===== config.mk =====
export PLATFORM = sky130hd
export DESIGN_NAME = chimp_xor_float_encoder
export DESIGN_NICKNAME = d
export VERILOG_FILES = /design/src/rtl/cxfe_pkg.sv /design/src/rtl/chimp_xor_float_encoder.sv
export SDC_FILE = /design/constraint.sdc
export NUM_CORES = 1
export LEC_CHECK = 0
export ABC_CLOCK_PERIOD_IN_PS = 5350
export BUFFER_PORTS_ARGS = -buffer_cell sky130_fd_sc_hd__buf_4
export CORE_MARGIN = 2
export CORE_UTILIZATION = 39
export CTS_CLUSTER_DIAMETER = 150
export CTS_CLUSTER_SIZE = 12
export DETAILED_ROUTE_END_ITERATION = 6
export HOLD_SLACK_MARGIN = 0.15
export SYNTH_ARGS = -nofsm -noshare
export SYNTH_HDL_FRONTEND = slang
export SYNTH_SLANG_ARGS = --single-unit

===== constraint.sdc =====
create_clock -name clk -period 5.35 [get_ports clk]
set_clock_uncertainty 0.2 [all_clocks]
set_input_delay 0 -clock clk [delete_from_list [all_inputs] [get_ports clk]]
set_output_delay 0 -clock clk [all_outputs]
set_load 0.1 [all_outputs]

===== src/rtl/cxfe_pkg.sv =====
// ----------------------------------------------------------------------------
// cxfe_pkg: shared constants for the Chimp XOR float encoder
// Code flags, header lengths and the rounded leading-zero table.
// ----------------------------------------------------------------------------
package cxfe_pkg;

  localparam int unsigned WORD_W    = 64;
  localparam int unsigned HDR_W     = 11;
  localparam int unsigned HLEN_W    = 4;
  localparam int unsigned PLEN_W    = 7;
  localparam int unsigned LIDX_W    = 3;
  localparam int unsigned CENTER_W  = 6;

  // Two-bit code flags
  localparam logic [1:0] CODE_ZERO   = 2'b00;
  localparam logic [1:0] CODE_CENTER = 2'b01;
  localparam logic [1:0] CODE_REUSE  = 2'b10;
  localparam logic [1:0] CODE_NEW    = 2'b11;

  // Header bit counts
  localparam logic [HLEN_W-1:0] HLEN_NONE   = 4'd0;
  localparam logic [HLEN_W-1:0] HLEN_FLAG   = 4'd2;
  localparam logic [HLEN_W-1:0] HLEN_LEAD   = 4'd5;
  localparam logic [HLEN_W-1:0] HLEN_CENTER = 4'd11;

  // Trailing zeros above this count select the center form
  localparam logic [PLEN_W-1:0] TRAIL_LIMIT = 7'd6;

  // Word widths per mode
  localparam logic [PLEN_W-1:0] WIDTH_SINGLE = 7'd32;
  localparam logic [PLEN_W-1:0] WIDTH_DOUBLE = 7'd64;

  localparam logic MODE_DOUBLE = 1'b1;

  localparam logic [4:0] LEAD_TABLE [8] = '{5'd0, 5'd8, 5'd12, 5'd16,
                                            5'd18, 5'd20, 5'd22, 5'd24};

  // Largest index whose table entry does not exceed the leading-zero count
  function automatic logic [LIDX_W-1:0] lead_index(input logic [PLEN_W-1:0] lead);
    logic [LIDX_W-1:0] idx;
    idx = '0;
    for (int i = 0; i < 8; i++) begin
      if ({2'b00, LEAD_TABLE[i]} <= lead) begin
        idx = LIDX_W'(i);
      end
    end
    return idx;
  endfunction

endpackage


===== src/rtl/chimp_xor_float_encoder.sv =====
// ----------------------------------------------------------------------------
// chimp_xor_float_encoder: Chimp code word generator for float streams
// XORs each word with its predecessor and emits header and payload fields.
// ----------------------------------------------------------------------------
//
//  chan  | dir    | handshake     | fields
//  ------+--------+---------------+-----------------------------------------------
//  in    | sink   | valid, stall  | value, first_of_block, last_of_block
//  out   | source | valid, stall  | header_code, header_length, payload, ...
//  cfg   | sink   | we, no stall  | data = value_width_mode
//
// One transfer per cycle each way while no stall holds it; a result passes the
// input register, then the result register, before it shows on the out ports.
// The cycle is set by one encode pass: zero-run search, center subtract and
// payload shift; previous word and lead index advance as an item moves on.
// Reset clears the valid bits and the state and selects 64-bit mode.
// out_stall holds the result register; in_stall rises only while both are full.
// ----------------------------------------------------------------------------
module chimp_xor_float_encoder (
  input  logic                              clk,
  input  logic                              rst_n,
  // configuration
  input  logic                              cfg_we,
  input  logic                              cfg_data,
  // input channel
  input  logic                              in_valid,
  output logic                              in_stall,
  input  logic [cxfe_pkg::WORD_W-1:0]       in_value,
  input  logic                              in_first_of_block,
  input  logic                              in_last_of_block,
  // result channel
  output logic                              out_valid,
  input  logic                              out_stall,
  output logic [cxfe_pkg::HDR_W-1:0]        out_header_code,
  output logic [cxfe_pkg::HLEN_W-1:0]       out_header_length,
  output logic [cxfe_pkg::WORD_W-1:0]       out_payload,
  output logic [cxfe_pkg::PLEN_W-1:0]       out_payload_length,
  output logic                              out_last_out
);

  localparam int unsigned WW = cxfe_pkg::WORD_W;
  localparam int unsigned PW = cxfe_pkg::PLEN_W;
  localparam int unsigned LW = cxfe_pkg::LIDX_W;

  // --------------------------------------------------------------------------
  // Registers
  // --------------------------------------------------------------------------
  logic                          mode_r;
  logic                          s1_valid_r;
  logic [WW-1:0]                 s1_value_r;
  logic                          s1_first_r;
  logic                          s1_last_r;
  logic [WW-1:0]                 prev_word_r, prev_word_nxt;
  logic [LW-1:0]                 prev_lead_r, prev_lead_nxt;
  logic                          out_valid_r;
  logic [cxfe_pkg::HDR_W-1:0]    hdr_r, hdr_nxt;
  logic [cxfe_pkg::HLEN_W-1:0]   hlen_r, hlen_nxt;
  logic [WW-1:0]                 pay_r, pay_nxt;
  logic [PW-1:0]                 plen_r, plen_nxt;
  logic                          last_r;

  // --------------------------------------------------------------------------
  // Handshake: the output register frees when empty or when its transfer
  // completes; the input register drains into it whenever it frees.
  // --------------------------------------------------------------------------
  logic out_free;
  logic s1_move;
  logic in_take;

  assign out_free = !out_valid_r || !out_stall;
  assign s1_move  = s1_valid_r && out_free;
  assign in_stall = s1_valid_r && !out_free;
  assign in_take  = in_valid && !in_stall;

  // --------------------------------------------------------------------------
  // Encode stage
  // --------------------------------------------------------------------------
  logic [WW-1:0] word;
  logic [WW-1:0] prev_masked;
  logic [WW-1:0] xr;
  logic [PW-1:0] width;
  logic [PW-1:0] trail;
  logic [PW-1:0] lead64;
  logic [PW-1:0] lead;
  logic [LW-1:0] idx;
  logic [PW-1:0] lead_floor;
  logic [PW-1:0] center;

  always_comb begin
    // mask both words to the active width
    if (mode_r == cxfe_pkg::MODE_DOUBLE) begin
      word        = s1_value_r;
      prev_masked = prev_word_r;
      width       = cxfe_pkg::WIDTH_DOUBLE;
    end else begin
      word        = {{(WW/2){1'b0}}, s1_value_r[WW/2-1:0]};
      prev_masked = {{(WW/2){1'b0}}, prev_word_r[WW/2-1:0]};
      width       = cxfe_pkg::WIDTH_SINGLE;
    end
    xr = word ^ prev_masked;
  end

  // trailing zeros: lowest set bit wins
  always_comb begin
    trail = PW'(WW);
    for (int i = WW - 1; i >= 0; i--) begin
      if (xr[i]) begin
        trail = PW'(i);
      end
    end
  end

  // leading zeros over 64 bits: highest set bit wins
  always_comb begin
    lead64 = PW'(WW);
    for (int i = 0; i < WW; i++) begin
      if (xr[i]) begin
        lead64 = PW'(WW - 1 - i);
      end
    end
  end

  always_comb begin
    // in single mode the upper half is zero, so drop its 32 counts
    if (mode_r == cxfe_pkg::MODE_DOUBLE) begin
      lead = lead64;
    end else begin
      lead = lead64 - cxfe_pkg::WIDTH_SINGLE;
    end
    idx        = cxfe_pkg::lead_index(lead);
    lead_floor = {2'b00, cxfe_pkg::LEAD_TABLE[idx]};
    center     = width - lead_floor - trail;
  end

  always_comb begin
    hdr_nxt       = '0;
    hlen_nxt      = cxfe_pkg::HLEN_NONE;
    pay_nxt       = '0;
    plen_nxt      = '0;
    prev_word_nxt = word;
    prev_lead_nxt = prev_lead_r;
    if (s1_first_r) begin
      // pass the first word of a block through whole
      pay_nxt       = word;
      plen_nxt      = width;
      prev_lead_nxt = '0;
    end else if (xr == '0) begin
      hdr_nxt  = {{(cxfe_pkg::HDR_W-2){1'b0}}, cxfe_pkg::CODE_ZERO};
      hlen_nxt = cxfe_pkg::HLEN_FLAG;
    end else begin
      prev_lead_nxt = idx;
      if (trail > cxfe_pkg::TRAIL_LIMIT) begin
        // center form: flag, lead index, center length, then center bits
        hdr_nxt  = {cxfe_pkg::CODE_CENTER, idx, center[cxfe_pkg::CENTER_W-1:0]};
        hlen_nxt = cxfe_pkg::HLEN_CENTER;
        pay_nxt  = xr >> trail[5:0];
        plen_nxt = center;
      end else begin
        if (idx == prev_lead_r) begin
          hdr_nxt  = {{(cxfe_pkg::HDR_W-2){1'b0}}, cxfe_pkg::CODE_REUSE};
          hlen_nxt = cxfe_pkg::HLEN_FLAG;
        end else begin
          hdr_nxt  = {{(cxfe_pkg::HDR_W-2-LW){1'b0}}, cxfe_pkg::CODE_NEW, idx};
          hlen_nxt = cxfe_pkg::HLEN_LEAD;
        end
        pay_nxt  = xr;
        plen_nxt = width - lead_floor;
      end
    end
  end

  // --------------------------------------------------------------------------
  // Sequential logic
  // --------------------------------------------------------------------------
  always_ff @(posedge clk) begin
    if (!rst_n) begin
      mode_r      <= cxfe_pkg::MODE_DOUBLE;
      s1_valid_r  <= 1'b0;
      out_valid_r <= 1'b0;
      prev_word_r <= '0;
      prev_lead_r <= '0;
    end else begin
      if (cfg_we) begin
        mode_r <= cfg_data;
      end
      // input register: load on transfer, drop when drained and nothing new
      if (in_take) begin
        s1_valid_r <= 1'b1;
      end else if (s1_move) begin
        s1_valid_r <= 1'b0;
      end
      // output register: advance when free
      if (out_free) begin
        out_valid_r <= s1_valid_r;
      end
      // state advances as the item is encoded
      if (s1_move) begin
        prev_word_r <= prev_word_nxt;
        prev_lead_r <= prev_lead_nxt;
      end
    end
  end

  // payload registers, no reset
  always_ff @(posedge clk) begin
    if (in_take) begin
      s1_value_r <= in_value;
      s1_first_r <= in_first_of_block;
      s1_last_r  <= in_last_of_block;
    end
    if (s1_move) begin
      hdr_r  <= hdr_nxt;
      hlen_r <= hlen_nxt;
      pay_r  <= pay_nxt;
      plen_r <= plen_nxt;
      last_r <= s1_last_r;
    end
  end

  assign out_valid          = out_valid_r;
  assign out_header_code    = hdr_r;
  assign out_header_length  = hlen_r;
  assign out_payload        = pay_r;
  assign out_payload_length = plen_r;
  assign out_last_out       = last_r;

endmodule


==> reports/metrics.cfg, run 1 <==
[synthesis]
netlist.area_leader.share_pct=28.73
synth_top_family_by_area=compound AO/OA/AOI/OAI gates
synth_cell_type_count=94
synthArstFlopShare_pct=0
yosys.area.top_type=edfxtp_1
ys_seq_area_share_pct=37.60
synth-simple-area-share_pct=15.29
synth_compound_area_share_pct=24.77
synth_edf_count=151
synth_area_per_cell_um2=9.140
yosys-top-cells-area=edfxtp_1 (29%), dfxtp_1 (8.9%), mux2i_1 (7.5%)
synth_fa_ha_area_share_pct=0.6817
yosysWarnings=0
ys.flop_type=edfxtp_1
synth_xor_area_share_pct=6.151
syn_inst=1727
synth_nets=1807
ys_seq_elements=221
syn-cell-area_um2=15790
synth.area.mux_share_pct=11.54

[worst_setup_path]
cp.buffers_inverters=4
max_stage_delay_ns=0.42
crit_path_end_kind=flop
slowest_stage=edfxtp_1
crit_fanout=5
crit_family=compound AO/OA/AOI/OAI gates
worst-setup-path-type=reg2reg
crit_path_start_kind=flop
critical_path.most_common_cell=o21ai_0
path_cells=xnor2_1 > buf_4 > o21ai_0 > a2111oi_2 > buf_4 > o21ai_0 > buf_4 > o211ai_1 > nand3_2 > mux2i_2 > o221ai_2 > buf_6 > ha_2 > nor2_4 > a21oi_1 > o32ai_2 > ha_2 > or3_1 > o21ai_0 > o21ai_0 > nor3b_1 > or3_1
arrival_ns=5.27
required_ns=5.42

[drt]
dr.pass1.iters=6
num_vias=16830
wl_um=75270
wl_per_cell_um=26.56
detail_route.iter0.violations=1919
met2_length_um=32850
via_per_inst=5.938
top_layer=met5
wl_met3_um=5944
wl_met1_um=33820
drc=0
drtAntennaViolNets=0

[timing]
rsz0062_at_grt=true
relSlewSlack_pct=41.54
period_share_pct=97.09
fmax_mhz=192.5
max_slew.worst_pin.slew_ns=0.8760
hold_viol_final=0
tns_ns=0
fin_ws_ns=0.1558
maxSlewViolCount=0
min_period_ns=5.194
finalSetupViolations=0

[pwr]
leakage_nw=9.185
p_per_area_nw_per_um2=268.6
max-vdd-ir-drop_v=0.0002709

[die]
dieArea_um2=42100
dieHeight_um=205.2
core_um2=39820
start_util_pct=39.64
num_io_pins=161
die_w_um=205.2
rows=73

[place]
place_congestion=0.9885
place_hpwl_um=58220
portBuffers=159
place_ws_ns=-0.2369

[final_layout]
mostFrequentLayoutCell=buf_4
layout_common_cells=buf_4 (505), nand2_1 (248), edfxtp_1 (151)
drive_above_1_share_pct=29.33
syn2layout_area_growth_pct=41.38
fillerInstances=3590
fin_nets=2372

[outcome]
status=finished, final reports clean

[global_routing]
grt_max_degree=71
antenna_found_initial=3
grt_pass1_vias=16090
grt_pass1_wl_um=108400
grtUsageTotal_pct=35.16
overflow=0

[cts]
cts_buffers=22
clk_latency_ns=0.54
cts_tree=yes
root_buffer=clkbuf_16
cts.sink_count=221
cts.reportedPaths.clkPinSlew_ns=0.06
cts_buffer_depth=3
cts_max_level=1

[run]
maxCapViolCount=0

[min_path]
min_path_type=reg2reg

==> synthesized netlist by cell type, drive strengths merged (30+ instances only) <==
library cell and count:
buf 52, o21ai 100, nor3 45, a211oi 38, nor2 94, nand2 249, o221ai 32, o211ai 30
mux2 51, a21oi 95, dfxtp 70, nand3 58, clkbuf 66, a21boi 66, xnor2 41, mux2i 119
xor2 69, edfxtp 151
==> metal layers <==
metal	global-route usage (%)	up-vias
met4	11.51	2
met5	0	-
met3	5.005	139
met2	53.97	843
li1	-	7670
met1	50.73	8173
==> where the power goes <==
part	internal (mW)	switching, mW
registers	1.94	0.0689
logic	0.972	1.57
clock network	0.801	0.651
total	3.71	2.29
==> metrics by stage <==
step           hold slack, ns  util, %  power, mW  std cells  area, um^2
5_1_grt                0.2494    56.03      6.189       2833       22310
3_3_place_gp         -0.02212    49.87      4.372       2639       19860
2_1_floorplan         -0.1011        -      3.293       1727       15790
6_report               0.2270    56.04      5.993       2834       22320
3_5_place_dp         -0.02072    49.87      4.373       2639       19860
4_1_cts                0.2292    55.25      5.918       2822       22000
==> kinds of logic after synthesis <==
family / count (synthesis)
flip-flops: 221
buffers and inverters: 137
adder cells (fa/ha/maj): 8
AO/OA/AOI/OAI: 543
multiplexers: 172
XOR/XNOR: 110
other: 1
AND/OR/NAND/NOR: 535
==> cell type report <==
cell class                 instances  area [um^2]  area share (%)
antenna                            1        2.502         0.01121
clock buffer                      39        635.6           2.848
clock inverter                     1        8.758         0.03925
inverter                          19        78.83          0.3532
multi-input combinational       1369         9560           42.84
sequential                       221         5939           26.61
tap                              525        656.9           2.943
timing repair buffer             659         5434           24.35
==> final timing paths <==
check,from,to,slack [ns],depth (start not counted)
max,s1_value_r[22],out_payload_length[5],0.16,22
min,s1_last_r,out_last_out,0.23,0
max reg2reg,s1_value_r[22],out_payload_length[5],0.16,22
min reg2reg,s1_last_r,out_last_out,0.23,0
==> flip-flops by register name, indices dropped and copies added (netlist names) <==
signal,count
prev_word_r,64
s1_last_r,1
out_payload_length,7
mode_r,1
out_header_code,9
out_header_length,4
s1_value_r,64
s1_first_r,1
prev_lead_r,3
s1_valid_r,1
out_last_out,1
out_payload,64
out_valid,1
==> what timing repair did <==
item / in CTS / in global routing
endpoints found under the hold margin: 163 / 0
buffers inserted: 0 / 11
resized for setup: 15 / 41
hold buffers: 143 / 0
pin swaps: 1 / 17
endpoints found under the setup margin: 5 / 6
Note: power is estimated with default switching activity, not from simulation.
==> inputs of run 2 (changes only) <==
- PLACE_DENSITY: default -> 0.55
==> reports/metrics.cfg, run 2 (synthesis results as in run 1) <==
[drt]
drtAntennaViolNets=0
wl_um=73050
detail_route.iter0.violations=1786
num_vias=16640
via_per_inst=5.991
wl_per_cell_um=26.30
dr.pass1.iters=7
drc=0

[worst_setup_path]
crit_path_start_kind=flop
crit_path_end=out_payload_length[5]
arrival_ns=5.24
r2r_end=out_payload_length[5]
crit_fanout=5
r2r_cells=20
required_ns=5.42
worst-setup-path-type=reg2reg
path_cells=xor2_1 > nor4_2 > buf_4 > and2_1 > o21ai_1 > a221o_1 > nor3b_2 > buf_4 > mux2i_1 > o221ai_2 > buf_4 > ha_1 > nor2_2 > a21oi_1 > o32ai_1 > ha_1 > a2111oi_0 > o21ai_0 > nor3b_1 > or3_1
regToRegSetupSlack_ns=0.18
crit_path_end_kind=flop
slowest_stage=edfxtp_1
max_stage_delay_ns=0.46
startpoint=s1_value_r[7]
critical_path.most_common_cell=buf_4
reg2reg_from=s1_value_r[7]

[final_layout]
fillerInstances=3736
syn2layout_area_growth_pct=38.39
drive_above_1_share_pct=27.38
layout_common_cells=buf_4 (451), nand2_1 (247), edfxtp_1 (151)
fin_nets=2316
multi_input_area_um2=9539
fin_cells=2777
mostFrequentLayoutCell=buf_4
ff_latch_area_um2=5939

[die]
core_um2=39820
dieHeight_um=205.2
dieArea_um2=42100
rows=73
die_w_um=205.2
num_io_pins=161
start_util_pct=39.64

[min_path]
min_path_type=reg2reg

[timing]
relSlewSlack_pct=37.29
max_slew.worst_pin.slew_ns=0.9365
maxSlewViolCount=0
finalSetupViolations=0
period_share_pct=96.69
tns_ns=0
hold_viol_final=0
fmax_mhz=193.3
min_period_ns=5.173
rsz0062_at_grt=true

[outcome]
status=finished, final reports clean

[global_routing]
grtUsageTotal_pct=34.13
antenna_found_initial=5
overflow=0
grtUsageMet3_pct=5.971
grt_pass1_vias=15780
grt_pass1_wl_um=105800
grt_use_met1_pct=50.15
use_met2_pct=51.47
grt_max_degree=71
top_usage_layer=met2

[cts]
cts.sink_count=221
cts_max_level=1
clk_latency_ns=0.55
cts_buffer_depth=3
cts_buffers=22
cts.reportedPaths.clkPinSlew_ns=0.06
root_buffer=clkbuf_16
cts_tree=yes

[place]
placed_cells=2580
place_congestion=1.018
place_hpwl_um=56920
portBuffers=159

[pwr]
p_per_area_nw_per_um2=267.7
leakage_nw=8.898
max-vdd-ir-drop_v=0.0002381

[run]
maxCapViolCount=0

## run 2: worst max-delay path: cells and delay by family, from the launching register on
kind	cells	cell delay [ns]
AOI/OAI and AO/OA	7	1.66
and+or+nand+nor	6	1.25
buffers and inverters	3	0.57
DFF	1	0.46
adders and majority gates	2	0.42
xor gates and xnor gates	1	0.22
muxes	1	0.09
## run 2: how the worst min path moves through the flow
stage | from | to | slack, ns | depth (start not counted)
2_1_floorplan | in_first_of_block | s1_first_r | -0.10 | 0
3_3_place_gp | in_value[27] | s1_value_r[27] | -0.02 | 1
3_5_place_dp | in_value[35] | s1_value_r[35] | -0.02 | 1
4_1_cts | s1_last_r | out_last_out | 0.24 | 0
5_1_grt | s1_last_r | out_last_out | 0.24 | 0
6_report | s1_last_r | out_last_out | 0.23 | 0
## run 2: power breakdown
group	switching, mW	internal [mW]
Combinational	1.53	0.862
Clock	0.660	0.795
Sequential	0.0702	1.94
## run 2: through the flow
stage	util, %	cell area, um^2	setup WS [ns]	hold WS (ns)	total power, mW
2_1_floorplan	-	15790	0.2240	-0.1011	3.293
3_3_place_gp	48.70	19390	-0.04714	-0.02218	4.241
3_5_place_dp	48.70	19390	-0.05917	-0.02055	4.235
4_1_cts	53.96	21490	0.01736	0.2370	5.780
5_1_grt	54.84	21840	-0.08164	0.2439	6.038
6_report	54.85	21840	0.1769	0.2263	5.848
## run 2: repair_timing
action | CTS | global route
hold buffers | 143 | 0
hold endpoints to repair | 151 | 0
setup endpoints to repair | 2 | 6
resized for setup | 3 | 43
buffers inserted | 0 | 14
pin swaps | 0 | 8
## run 2: final cells by class
class                   count  share of cell area, %
inverters                  19                 0.3608
clock buffers              37                  2.875
clock inverters             1                0.04009
diodes                      2                0.02291
flip-flops and latches    221                  27.19
repair buffers            603                  22.84
multi-input cells        1369                  43.67
well taps                 525                  3.007
## run 2: routing by layer
metal  up-vias  part of all wire, %
met4         4                  3.2
met1      8132                   45
met5         -                0.031
met3       114                  8.9
li1       7556                    -
met2       830                   42
